$ cat config.mk
export PLATFORM = sky130hd
export DESIGN_NAME = mpeg_audio_header_decode_core
export DESIGN_NICKNAME = d
export VERILOG_FILES = /design/src/rtl/core/mahd_pkg.sv /design/src/rtl/core/mpeg_audio_header_decode_core.sv /design/src/rtl/core/mahd_recip_div.sv
export SDC_FILE = /design/constraint.sdc
export NUM_CORES = 1
export LEC_CHECK = 0
export BUFFER_PORTS_ARGS = -buffer_cell sky130_fd_sc_hd__buf_2
export CORE_UTILIZATION = 60
export CTS_CLUSTER_DIAMETER = 60
export CTS_CLUSTER_SIZE = 28
export DETAILED_ROUTE_END_ITERATION = 10
export PLACE_DENSITY = 0.88
export SYNTH_ARGS = -nofsm -noshare
export SYNTH_HDL_FRONTEND = slang
export SYNTH_HIERARCHICAL = 1
export SYNTH_SLANG_ARGS = --single-unit
$ cat constraint.sdc
create_clock -name clk -period 8.4 [get_ports clk]
set_input_delay 1.68 -clock clk [delete_from_list [all_inputs] [get_ports clk]]
set_output_delay 1.68 -clock clk [all_outputs]
set_load 0.01 [all_outputs]
$ cat src/rtl/core/mahd_pkg.sv
// Shared types, constants and lookup tables for the audio frame header decoder.
package mahd_pkg;

  // Field widths of the header word and the decoded result.
  localparam int HeaderW  = 32;
  localparam int KbpsW    = 9;
  localparam int RateW    = 16;
  localparam int SamplesW = 11;
  localparam int BytesW   = 12;
  localparam int FlagsW   = 5;

  // Frame length datapath widths.
  // The dividend is (slot factor * kbps) << version shift, below 2^29.
  localparam int KMulW      = 18;
  localparam int DividendW  = 29;
  localparam int RecipShift = DividendW;
  localparam int RecipW     = 15;
  localparam int QuotW      = 15;
  localparam int ProdW      = DividendW + RecipW;
  localparam int QrW        = QuotW + RateW;

  // Version codes as reported on the result.
  localparam logic [1:0] VER_MPEG1  = 2'd1;
  localparam logic [1:0] VER_MPEG2  = 2'd2;
  localparam logic [1:0] VER_MPEG25 = 2'd3;

  // Layer codes as reported on the result.
  localparam logic [1:0] LAYER_RSVD = 2'd0;
  localparam logic [1:0] LAYER_1    = 2'd1;
  localparam logic [1:0] LAYER_2    = 2'd2;
  localparam logic [1:0] LAYER_3    = 2'd3;

  // Samples per frame.
  localparam logic [SamplesW-1:0] SAMPLES_L1   = 11'd384;
  localparam logic [SamplesW-1:0] SAMPLES_FULL = 11'd1152;
  localparam logic [SamplesW-1:0] SAMPLES_HALF = 11'd576;

  // Numerator factors: 12 * 1000 for Layer I, samples * 1000 / 8 otherwise.
  localparam logic [KMulW-1:0] KMUL_L1   = 18'd12000;
  localparam logic [KMulW-1:0] KMUL_FULL = 18'd144000;
  localparam logic [KMulW-1:0] KMUL_HALF = 18'd72000;

  // Base sample rates of MPEG-1; the later versions divide them by 2 or 4.
  localparam int Rate44k1 = 44100;
  localparam int Rate48k  = 48000;
  localparam int Rate32k  = 32000;

  // Floor reciprocals scaled by 2^RecipShift.
  localparam int Recip44k1 = (1 << RecipShift) / Rate44k1;
  localparam int Recip48k  = (1 << RecipShift) / Rate48k;
  localparam int Recip32k  = (1 << RecipShift) / Rate32k;

  // Sample rate index of the header.
  typedef enum logic [1:0] {
    RATE_44K1,
    RATE_48K,
    RATE_32K,
    RATE_RSVD
  } rate_sel_t;

  // Bitrate tables in kbit/s, indexed by the bitrate index.
  localparam logic [KbpsW-1:0] KBPS_V1L1 [16] = '{
    9'd0, 9'd32, 9'd64, 9'd96, 9'd128, 9'd160, 9'd192, 9'd224,
    9'd256, 9'd288, 9'd320, 9'd352, 9'd384, 9'd416, 9'd448, 9'd0};
  localparam logic [KbpsW-1:0] KBPS_V1L2 [16] = '{
    9'd0, 9'd32, 9'd48, 9'd56, 9'd64, 9'd80, 9'd96, 9'd112,
    9'd128, 9'd160, 9'd192, 9'd224, 9'd256, 9'd320, 9'd384, 9'd0};
  localparam logic [KbpsW-1:0] KBPS_V1L3 [16] = '{
    9'd0, 9'd32, 9'd40, 9'd48, 9'd56, 9'd64, 9'd80, 9'd96,
    9'd112, 9'd128, 9'd160, 9'd192, 9'd224, 9'd256, 9'd320, 9'd0};
  localparam logic [KbpsW-1:0] KBPS_V2L1 [16] = '{
    9'd0, 9'd32, 9'd48, 9'd56, 9'd64, 9'd80, 9'd96, 9'd112,
    9'd128, 9'd144, 9'd160, 9'd176, 9'd192, 9'd224, 9'd256, 9'd0};
  localparam logic [KbpsW-1:0] KBPS_V2L23 [16] = '{
    9'd0, 9'd8, 9'd16, 9'd24, 9'd32, 9'd40, 9'd48, 9'd56,
    9'd64, 9'd80, 9'd96, 9'd112, 9'd128, 9'd144, 9'd160, 9'd0};

  // Decoded fields that travel down the pipeline next to the divider.
  typedef struct packed {
    logic                header_valid;
    logic [1:0]          mpeg_version;
    logic [1:0]          layer_number;
    logic                crc_present;
    logic [KbpsW-1:0]    bitrate_kbps;
    logic [RateW-1:0]    sample_rate_hz;
    logic                padding_bit;
    logic [1:0]          channel_mode;
    logic [1:0]          mode_extension;
    logic [FlagsW-1:0]   flag_bits;
    logic [SamplesW-1:0] samples_per_frame;
    logic                is_layer1;
    logic                rate_zero;
  } fields_t;

  // Stage loads of the divider.
  typedef struct packed {
    logic load_est;
    logic load_prod;
  } div_ctrl_t;

  // Bitrate lookup; the caller handles the reserved layer.
  function automatic logic [KbpsW-1:0] kbps_lookup(logic [1:0] ver, logic [1:0] lay,
                                                   logic [3:0] idx);
    logic [KbpsW-1:0] kbps;
    kbps = '0;
    if (ver == VER_MPEG1) begin
      case (lay)
        LAYER_1: kbps = KBPS_V1L1[idx];
        LAYER_2: kbps = KBPS_V1L2[idx];
        LAYER_3: kbps = KBPS_V1L3[idx];
        default: kbps = '0;
      endcase
    end else begin
      case (lay)
        LAYER_1: kbps = KBPS_V2L1[idx];
        LAYER_2: kbps = KBPS_V2L23[idx];
        LAYER_3: kbps = KBPS_V2L23[idx];
        default: kbps = '0;
      endcase
    end
    return kbps;
  endfunction

  // MPEG-1 sample rate for the index; zero for the reserved index.
  function automatic logic [RateW-1:0] base_rate(rate_sel_t sel);
    logic [RateW-1:0] rate;
    case (sel)
      RATE_44K1: rate = RateW'(Rate44k1);
      RATE_48K:  rate = RateW'(Rate48k);
      RATE_32K:  rate = RateW'(Rate32k);
      default:   rate = '0;
    endcase
    return rate;
  endfunction

  // Scaled reciprocal of the base rate.
  function automatic logic [RecipW-1:0] rate_recip(rate_sel_t sel);
    logic [RecipW-1:0] recip;
    case (sel)
      RATE_44K1: recip = RecipW'(Recip44k1);
      RATE_48K:  recip = RecipW'(Recip48k);
      RATE_32K:  recip = RecipW'(Recip32k);
      default:   recip = '0;
    endcase
    return recip;
  endfunction

endpackage

$ cat src/rtl/core/mpeg_audio_header_decode_core.sv
// Throughput: one header per cycle while the output does not stall; the five stages
// are decode and table lookup, numerator multiply, reciprocal multiply, back-multiply,
// and correction into the output. A stall on the output holds the full stages from the
// output back to the first bubble; bubbles are filled while stalled.
// Synchronous active-low reset clears the stage valid bits only.
module mpeg_audio_header_decode_core (
  input  logic                             clk,
  input  logic                             rst_n,
  input  logic                             in_valid,
  output logic                             in_stall,
  input  logic [mahd_pkg::HeaderW-1:0]     in_header_word,
  output logic                             out_valid,
  input  logic                             out_stall,
  output logic                             out_header_valid,
  output logic [1:0]                       out_mpeg_version,
  output logic [1:0]                       out_layer_number,
  output logic                             out_crc_present,
  output logic [mahd_pkg::KbpsW-1:0]       out_bitrate_kbps,
  output logic [mahd_pkg::RateW-1:0]       out_sample_rate_hz,
  output logic                             out_padding_bit,
  output logic [1:0]                       out_channel_mode,
  output logic [1:0]                       out_mode_extension,
  output logic [mahd_pkg::FlagsW-1:0]      out_flag_bits,
  output logic [mahd_pkg::SamplesW-1:0]    out_samples_per_frame,
  output logic [mahd_pkg::BytesW-1:0]      out_frame_bytes
);
  import mahd_pkg::*;

  localparam int Stages = 5;

  // Stage valid bits and the ready chain that lets bubbles collapse.
  logic [Stages-1:0] vld_r;
  logic [Stages-1:0] rdy;

  fields_t           fld_r [Stages-1];
  fields_t           out_fld_r;
  logic [BytesW-1:0] out_bytes_r;
  logic [BytesW-1:0] bytes_nxt;

  // Stage 1 decode signals.
  logic [HeaderW-1:0]  w;
  logic [1:0]          ver;
  logic [1:0]          lay;
  logic [KbpsW-1:0]    kbps;
  rate_sel_t           sel;
  logic [1:0]          shift;
  logic                rate_zero;
  logic [RateW-1:0]    rate_hz;
  logic [SamplesW-1:0] samples;
  logic [KMulW-1:0]    kmul;
  fields_t             s1_fld_nxt;

  logic [KMulW-1:0]    s1_kmul_r;
  logic [KbpsW-1:0]    s1_kbps_r;
  logic [1:0]          s1_shift_r;
  rate_sel_t           s1_sel_r;

  // Stage 2 numerator.
  logic [KMulW+KbpsW-1:0] s2_prod;
  logic [DividendW-1:0]   s2_dividend_nxt;
  logic [DividendW-1:0]   s2_dividend_r;
  rate_sel_t              s2_sel_r;

  div_ctrl_t           div_ctrl;
  logic [QuotW-1:0]    quotient;
  logic [QuotW:0]      slot_sum;

  // A stage may load when it is empty or its successor is loading.
  always_comb begin
    rdy[Stages-1] = !vld_r[Stages-1] || !out_stall;
    for (int i = Stages - 2; i >= 0; i--) begin
      rdy[i] = !vld_r[i] || rdy[i+1];
    end
  end

  assign in_stall = !rdy[0];

  always_ff @(posedge clk) begin
    if (!rst_n) begin
      vld_r <= '0;
    end else begin
      if (rdy[0]) begin
        vld_r[0] <= in_valid;
      end
      for (int i = 1; i < Stages; i++) begin
        if (rdy[i]) begin
          vld_r[i] <= vld_r[i-1];
        end
      end
    end
  end

  // Stage 1: split the header word and look up bitrate and sample rate.
  always_comb begin
    w   = in_header_word;
    ver = w[20] ? (w[19] ? VER_MPEG1 : VER_MPEG2) : VER_MPEG25;
    case (w[18:17])
      2'b11:   lay = LAYER_1;
      2'b10:   lay = LAYER_2;
      2'b01:   lay = LAYER_3;
      default: lay = LAYER_RSVD;
    endcase
    kbps      = (lay == LAYER_RSVD) ? '0 : kbps_lookup(ver, lay, w[15:12]);
    sel       = rate_sel_t'(w[11:10]);
    shift     = ver - 2'd1;
    rate_zero = (lay == LAYER_RSVD) || (sel == RATE_RSVD);
    rate_hz   = rate_zero ? '0 : (base_rate(sel) >> shift);

    if (lay == LAYER_1) begin
      samples = SAMPLES_L1;
      kmul    = KMUL_L1;
    end else if (lay == LAYER_2 || ver == VER_MPEG1) begin
      samples = SAMPLES_FULL;
      kmul    = KMUL_FULL;
    end else begin
      samples = SAMPLES_HALF;
      kmul    = KMUL_HALF;
    end

    // The eleven sync bits are the top bits of the word.
    s1_fld_nxt.header_valid      = (&w[31:21]) && (lay != LAYER_RSVD) &&
                                   (kbps != '0) && !rate_zero;
    s1_fld_nxt.mpeg_version      = ver;
    s1_fld_nxt.layer_number      = lay;
    s1_fld_nxt.crc_present       = !w[16];
    s1_fld_nxt.bitrate_kbps      = kbps;
    s1_fld_nxt.sample_rate_hz    = rate_hz;
    s1_fld_nxt.padding_bit       = w[9];
    s1_fld_nxt.channel_mode      = w[7:6];
    s1_fld_nxt.mode_extension    = w[5:4];
    s1_fld_nxt.flag_bits         = {w[8], w[3:0]};
    s1_fld_nxt.samples_per_frame = samples;
    s1_fld_nxt.is_layer1         = (lay == LAYER_1);
    s1_fld_nxt.rate_zero         = rate_zero;
  end

  always_ff @(posedge clk) begin
    if (rdy[0]) begin
      fld_r[0]   <= s1_fld_nxt;
      s1_kmul_r  <= kmul;
      s1_kbps_r  <= kbps;
      s1_shift_r <= shift;
      s1_sel_r   <= sel;
    end
  end

  // Stage 2: numerator, scaled up for the halved and quartered sample rates.
  assign s2_prod         = s1_kmul_r * s1_kbps_r;
  assign s2_dividend_nxt = DividendW'(s2_prod) << s1_shift_r;

  always_ff @(posedge clk) begin
    if (rdy[1]) begin
      fld_r[1]      <= fld_r[0];
      s2_dividend_r <= s2_dividend_nxt;
      s2_sel_r      <= s1_sel_r;
    end
  end

  // Stages 3 and 4 live in the divider; the side fields move in step.
  assign div_ctrl.load_est  = rdy[2];
  assign div_ctrl.load_prod = rdy[3];

  mahd_recip_div u_div (
    .clk      (clk),
    .ctrl     (div_ctrl),
    .dividend (s2_dividend_r),
    .sel      (s2_sel_r),
    .quotient (quotient)
  );

  always_ff @(posedge clk) begin
    if (rdy[2]) begin
      fld_r[2] <= fld_r[1];
    end
    if (rdy[3]) begin
      fld_r[3] <= fld_r[2];
    end
  end

  // Stage 5: add the padding slot; Layer I slots are four bytes.
  assign slot_sum = {1'b0, quotient} + (QuotW + 1)'(fld_r[3].padding_bit);

  always_comb begin
    if (fld_r[3].rate_zero) begin
      bytes_nxt = '0;
    end else if (fld_r[3].is_layer1) begin
      bytes_nxt = BytesW'({slot_sum, 2'b00});
    end else begin
      bytes_nxt = BytesW'(slot_sum);
    end
  end

  always_ff @(posedge clk) begin
    if (rdy[4]) begin
      out_fld_r   <= fld_r[3];
      out_bytes_r <= bytes_nxt;
    end
  end

  // Result ports.
  assign out_valid             = vld_r[Stages-1];
  assign out_header_valid      = out_fld_r.header_valid;
  assign out_mpeg_version      = out_fld_r.mpeg_version;
  assign out_layer_number      = out_fld_r.layer_number;
  assign out_crc_present       = out_fld_r.crc_present;
  assign out_bitrate_kbps      = out_fld_r.bitrate_kbps;
  assign out_sample_rate_hz    = out_fld_r.sample_rate_hz;
  assign out_padding_bit       = out_fld_r.padding_bit;
  assign out_channel_mode      = out_fld_r.channel_mode;
  assign out_mode_extension    = out_fld_r.mode_extension;
  assign out_flag_bits         = out_fld_r.flag_bits;
  assign out_samples_per_frame = out_fld_r.samples_per_frame;
  assign out_frame_bytes       = out_bytes_r;

endmodule

$ cat src/rtl/core/mahd_recip_div.sv
// Divides the frame length numerator by one of the three base sample rates.
// A reciprocal multiply gives an estimate that is exact or one low; a second
// multiply forms the remainder, and a compare adds the missing one.
module mahd_recip_div (
  input  logic                      clk,
  input  mahd_pkg::div_ctrl_t       ctrl,
  input  logic [mahd_pkg::DividendW-1:0] dividend,
  input  mahd_pkg::rate_sel_t       sel,
  output logic [mahd_pkg::QuotW-1:0] quotient
);
  import mahd_pkg::*;

  logic [ProdW-1:0]     recip_prod;
  logic [QuotW-1:0]     est_q_nxt;
  logic [QuotW-1:0]     est_q_r;
  logic [DividendW-1:0] est_dividend_r;
  rate_sel_t            est_sel_r;

  logic [QrW-1:0]       prod_qr_nxt;
  logic [QrW-1:0]       prod_qr_r;
  logic [QuotW-1:0]     prod_q_r;
  logic [DividendW-1:0] prod_dividend_r;
  rate_sel_t            prod_sel_r;

  logic [DividendW-1:0] remainder;

  // Estimate stage: multiply by the scaled reciprocal and keep the high bits.
  assign recip_prod = dividend * rate_recip(sel);
  assign est_q_nxt  = recip_prod[ProdW-1:RecipShift];

  always_ff @(posedge clk) begin
    if (ctrl.load_est) begin
      est_q_r        <= est_q_nxt;
      est_dividend_r <= dividend;
      est_sel_r      <= sel;
    end
  end

  // Back-multiply stage: estimate times divisor.
  assign prod_qr_nxt = est_q_r * base_rate(est_sel_r);

  always_ff @(posedge clk) begin
    if (ctrl.load_prod) begin
      prod_qr_r       <= prod_qr_nxt;
      prod_q_r        <= est_q_r;
      prod_dividend_r <= est_dividend_r;
      prod_sel_r      <= est_sel_r;
    end
  end

  // Correction: the remainder is below twice the divisor, so one step fixes it.
  assign remainder = prod_dividend_r - DividendW'(prod_qr_r);
  assign quotient  = (remainder >= DividendW'(base_rate(prod_sel_r))) ?
                     prod_q_r + QuotW'(1) : prod_q_r;

endmodule
==> impl_metrics.json, run 1 <==
{
  "status": "finished clean",
  "post_cts_buffers": 0,
  "numClockSinks": 377,
  "critPathMaxFanout": 27,
  "routed_via_density": 5.77,
  "num_vias": 21278,
  "min_period_over_period_pct": 92.7,
  "yosys_warnings": 6,
  "ant_nets": 0,
  "startpoint_type": "flip-flop",
  "clock_latency_ns": 0.57,
  "slew_viol_final": 0,
  "drt_iter0_markers": 1854,
  "maxCapViolCount": 0,
  "path_class": "flip-flop to flip-flop",
  "core.rowCount": 85,
  "cp-end-kind": "flip-flop",
  "clock_path_buffers": 3,
  "start_util_pct": 60.9,
  "grt_usage_pct": 26.9,
  "startpoint": "s2_sel_r[0]",
  "grt_pass1_vias": 22204,
  "slew-limit-headroom_pct": 29.7,
  "cts_tree": "done",
  "wire_per_inst_um": 19.9,
  "setup-tns-final_ns": 0,
  "post-dp-hpwl_mm": 56.9,
  "numCtsBuffers": 23,
  "critPathRequiredTime_ns": 8.72,
  "fmax_ghz": 0.128,
  "drtPass1Iterations": 6,
  "gp_congestion": 0.962,
  "setup_viol": 0,
  "syn_avg_cell_area_um2": 11.5,
  "final_cell_area_um2": 35100,
  "die_y_um": 236,
  "die_w_um": 236,
  "clk_pin_slew_ns": 0.10,
  "ios": 102,
  "rr_startpoint": "s2_sel_r[0]",
  "grt_overflow_total": 0,
  "drc": 0,
  "diodes": 0,
  "arrival_ns": 8.10,
  "fin_crit_ns": 7.78,
  "rsz0062_at_grt": "false",
  "netlist_area_um2": 32900,
  "worst_r2r_endpoint": "u_div/est_q_r[14]",
  "fp.dieArea_um2": 55700,
  "h-tree-depth": 1,
  "holdPathStages": 0,
  "antenna_found_initial": 1,
  "utilization_pct": 64.9,
  "hp-start": "fld_r[2][10]",
  "nets": 3790,
  "hold_violations": 0,
  "rrSetupSlack_ns": 0.62,
  "cts.hold.buffers_added": 0,
  "portBuffers": 92,
  "grt_pass1_wl_mm": 118,
  "cts-root-buf": "clkbuf_16",
  "post_cts_resized": 0,
  "skew_ns": 0.0331,
  "netlist_instances": 2867,
  "core_area_um2": 54000,
  "worstMarginPinSlew_ns": 1.05,
  "area_growth_syn_to_layout_pct": 6.71,
  "dpl-instance-area_um2": 34200,
  "final_layout_size_suffix_gt1_share_pct": 6.61,
  "grt_max_degree": 79,
  "min_to": "fld_r[3][10]",
  "reg2regPathDepth": 24,
  "worstHoldPathType": "flip-flop to flip-flop",
  "drt-total-wl_mm": 73.3
}
flip-flops by register name, indices dropped and copies added, names as in the netlist, 4 cells and up:
register and flops:
fld_r 171, out_bitrate_kbps 6, out_flag_bits 5, out_frame_bytes 12, out_sample_rate_hz 16, out_samples_per_frame 4
s1_kmul_r 4, s2_dividend_r 21, u_div/est_dividend_r 29, u_div/est_q_r 15, u_div/prod_dividend_r 29, u_div/prod_q_r 12
u_div/prod_qr_r 27, vld_r 5
critical path: stages (launching register included):
cell      delay, ns
edfxtp_1       0.75
buf_4          0.33
nor2b_1        0.41
inv_1          0.18
fa_1           0.45
fa_1           0.51
inv_1          0.05
fa_1           0.52
fa_1           0.45
fa_1           0.55
inv_1          0.06
fa_1           0.53
inv_1          0.05
ha_1           0.20
a21o_1         0.18
a21o_1         0.17
a21oi_1        0.30
o22ai_1        0.15
a211oi_1       0.48
a21oi_1        0.30
a21oi_1        0.24
o211ai_1       0.15
a31o_2         0.27
a21oi_1        0.18
xnor2_1        0.08
cell type report:
type	count	area, um2
Multi-Input combinational cell	1902	19400
Tap cell	696	871
Sequential cell	377	11300
Inverter	564	2120
Timing Repair Buffer	110	596
Clock buffer	24	579
Clock inverter	17	284
Fill cell	3723	18900
how the worst max path moves through the flow:
stage	to
floorplan	u_div/est_q_r[14]
global placement	u_div/est_q_r[14]
detailed placement	u_div/est_q_r[14]
CTS	u_div/est_q_r[14]
global route	u_div/est_q_r[14]
finish	u_div/est_q_r[14]
per-stage QoR:
step / worst slack (ns) / std cells / hold WS [ns]
after floorplan: 1.55 / 2907 / 0.400
after global placement: 0.999 / 3649 / 0.400
after detailed placement: 0.741 / 3649 / 0.405
after CTS: 0.664 / 3690 / 0.404
after global routing: 0.184 / 3690 / 0.408
final: 0.615 / 3690 / 0.403
cell usage in the layout (no fill, tap or decap), drive strengths merged, types with 66 or more instances in the layout:
cell	instances
ha	387
nor2b	66
nor2	142
nand2	158
and2	83
fa	389
xnor2	75
edfxtp	372
a21oi	89
buf	110
inv	568
per-layer routing:
metal  global-route usage [%]  vias to the layer above  share of wire (%)
met5                        0                        -              0.015
met3                     2.96                      213                6.3
li1                         -                     9589                  -
met1                     35.0                    10523                 39
met4                     9.94                        2                4.2
met2                     46.7                      951                 50
Power of run 1 is left out: the tool's default activity adds up to more than one toggle a clock period on the data nets, which glitch-free logic cannot reach.
==> inputs of run 2 (changes only) <==
- CORE_ASPECT_RATIO: unset -> 0.9
==> impl_metrics.json, run 2 (same netlist as run 1, synthesis figures left out) <==
{
  "startpoint_type": "flip-flop",
  "fin_crit_ns": 7.83,
  "skew_ns": 0.0329,
  "slew_viol_final": 0,
  "die_w_um": 249,
  "routed_via_density": 5.68,
  "drc": 0,
  "reg2regPathDepth": 25,
  "drtPass1Iterations": 5,
  "numCtsBuffers": 24,
  "nets": 3789,
  "critPathMaxFanout": 19,
  "clk_pin_slew_ns": 0.10,
  "numClockSinks": 377,
  "die_y_um": 224,
  "start_util_pct": 60.6,
  "status": "finished clean",
  "worstMarginPinSlew_ns": 1.03,
  "gr-max-usage-layer": "met2",
  "post_cts_buffers": 0,
  "rsz0062_at_grt": "false",
  "critPathRequiredTime_ns": 8.71,
  "setup-tns-final_ns": 0,
  "grt_use_met3_pct": 6.46,
  "grt_pass1_vias": 21832,
  "worstHoldPathType": "flip-flop to flip-flop",
  "largestRegisters": "fld_r: 171 flops, u_div/est_dividend_r: 29 flops, u_div/prod_dividend_r: 29 flops",
  "drt-total-wl_mm": 70.7,
  "clock_latency_ns": 0.59,
  "ant_nets": 0,
  "largest_reg_flops": 171,
  "final_common_cell": "inv_1",
  "h-tree-depth": 1,
  "path_class": "flip-flop to flip-flop",
  "fmax_ghz": 0.128,
  "min_period_over_period_pct": 93.2,
  "gp_congestion": 0.970,
  "met1_usage_pct": 33.9,
  "ios": 102,
  "cts.hold.buffers_added": 0,
  "drt_iter0_markers": 1715,
  "hold_violations": 0,
  "core.rowCount": 81,
  "post_cts_resized": 0,
  "final_layout_size_suffix_gt1_share_pct": 6.64,
  "post-dp-hpwl_mm": 56.4,
  "top_register": "fld_r",
  "num_vias": 21008,
  "fp.dieArea_um2": 55700,
  "core_area_um2": 54200,
  "setup_viol": 0,
  "clock_path_buffers": 3,
  "cts-root-buf": "clkbuf_16",
  "cts_tree": "done",
  "antenna_found_initial": 2,
  "grt_max_degree": 82,
  "grt_pass1_wl_mm": 114,
  "grt_usage_pct": 26.0,
  "maxCapViolCount": 0,
  "grt_overflow_total": 0,
  "diodes": 0,
  "utilization_pct": 64.8,
  "arrival_ns": 8.14,
  "met2_usage_pct": 43.0,
  "holdPathStages": 0,
  "slew-limit-headroom_pct": 31.3,
  "area_growth_syn_to_layout_pct": 6.80,
  "portBuffers": 92,
  "wire_per_inst_um": 19.1,
  "layout_common_cells": "inv_1, fa_1, ha_1",
  "cp-end-kind": "flip-flop"
}
## run 2: cell types whose count changed in the layout (fill, tap and decap cells not counted), sizes merged
cell / previous run / this run
clkbuf: 24 / 27
buf: 110 / 108
inv: 568 / 565
bufinv: 2 / 0
clkinv: 11 / 15
clkinvlp: 0 / 1
## run 2: routing by layer
metal / part of all wire, % / up-vias
met2: 48 / 924
li1: - / 9591
met5: 0.11 / -
met1: 40 / 10318
met3: 9.2 / 169
met4: 3.2 / 6
## run 2: worst paths after layout
| check | to | slack [ns] | start |
|---|---|---|---|
| hold / removal | s2_sel_r[0] | 0.41 | s1_sel_r[0] |
| setup reg to reg | u_div/est_q_r[14] | 0.57 | s2_sel_r[1] |
| hold reg to reg | s2_sel_r[0] | 0.41 | s1_sel_r[0] |
| setup / recovery | u_div/est_q_r[14] | 0.57 | s2_sel_r[1] |
## run 2: worst max-delay path: stages (launching register included)
cell,delay [ns]
edfxtp_1,0.39
inv_1,0.52
nand2_1,0.31
inv_1,0.19
nand2_1,0.12
fa_1,0.51
fa_1,0.53
inv_1,0.06
fa_1,0.48
fa_1,0.46
fa_1,0.52
inv_1,0.05
fa_1,0.48
inv_1,0.04
ha_1,0.28
a21o_1,0.18
a21o_1,0.17
a21oi_1,0.35
o22ai_1,0.14
a211oi_1,0.54
a21oi_1,0.27
a21oi_1,0.27
o211ai_1,0.16
a31o_2,0.27
a21oi_1,0.18
xnor2_1,0.08
## run 2: area by class of cell
class | count | area, um2
Clock buffer | 27 | 612
Clock inverter | 17 | 287
Fill cell | 3775 | 19100
Inverter | 564 | 2120
Multi-Input combinational cell | 1902 | 19400
Sequential cell | 377 | 11300
Tap cell | 705 | 882
Timing Repair Buffer | 108 | 581
## run 2: metrics by stage
step	cells	instance area [um2]	hold WS [ns]	setup slack, ns
after floorplan	2907	33000	0.400	1.55
after global placement	3656	34200	0.400	0.753
after detailed placement	3656	34200	0.405	0.708
after CTS	3700	35100	0.397	0.679
after global routing	3700	35100	0.404	0.286
final	3700	35100	0.409	0.572
Power of run 2 is left out for the same reason.
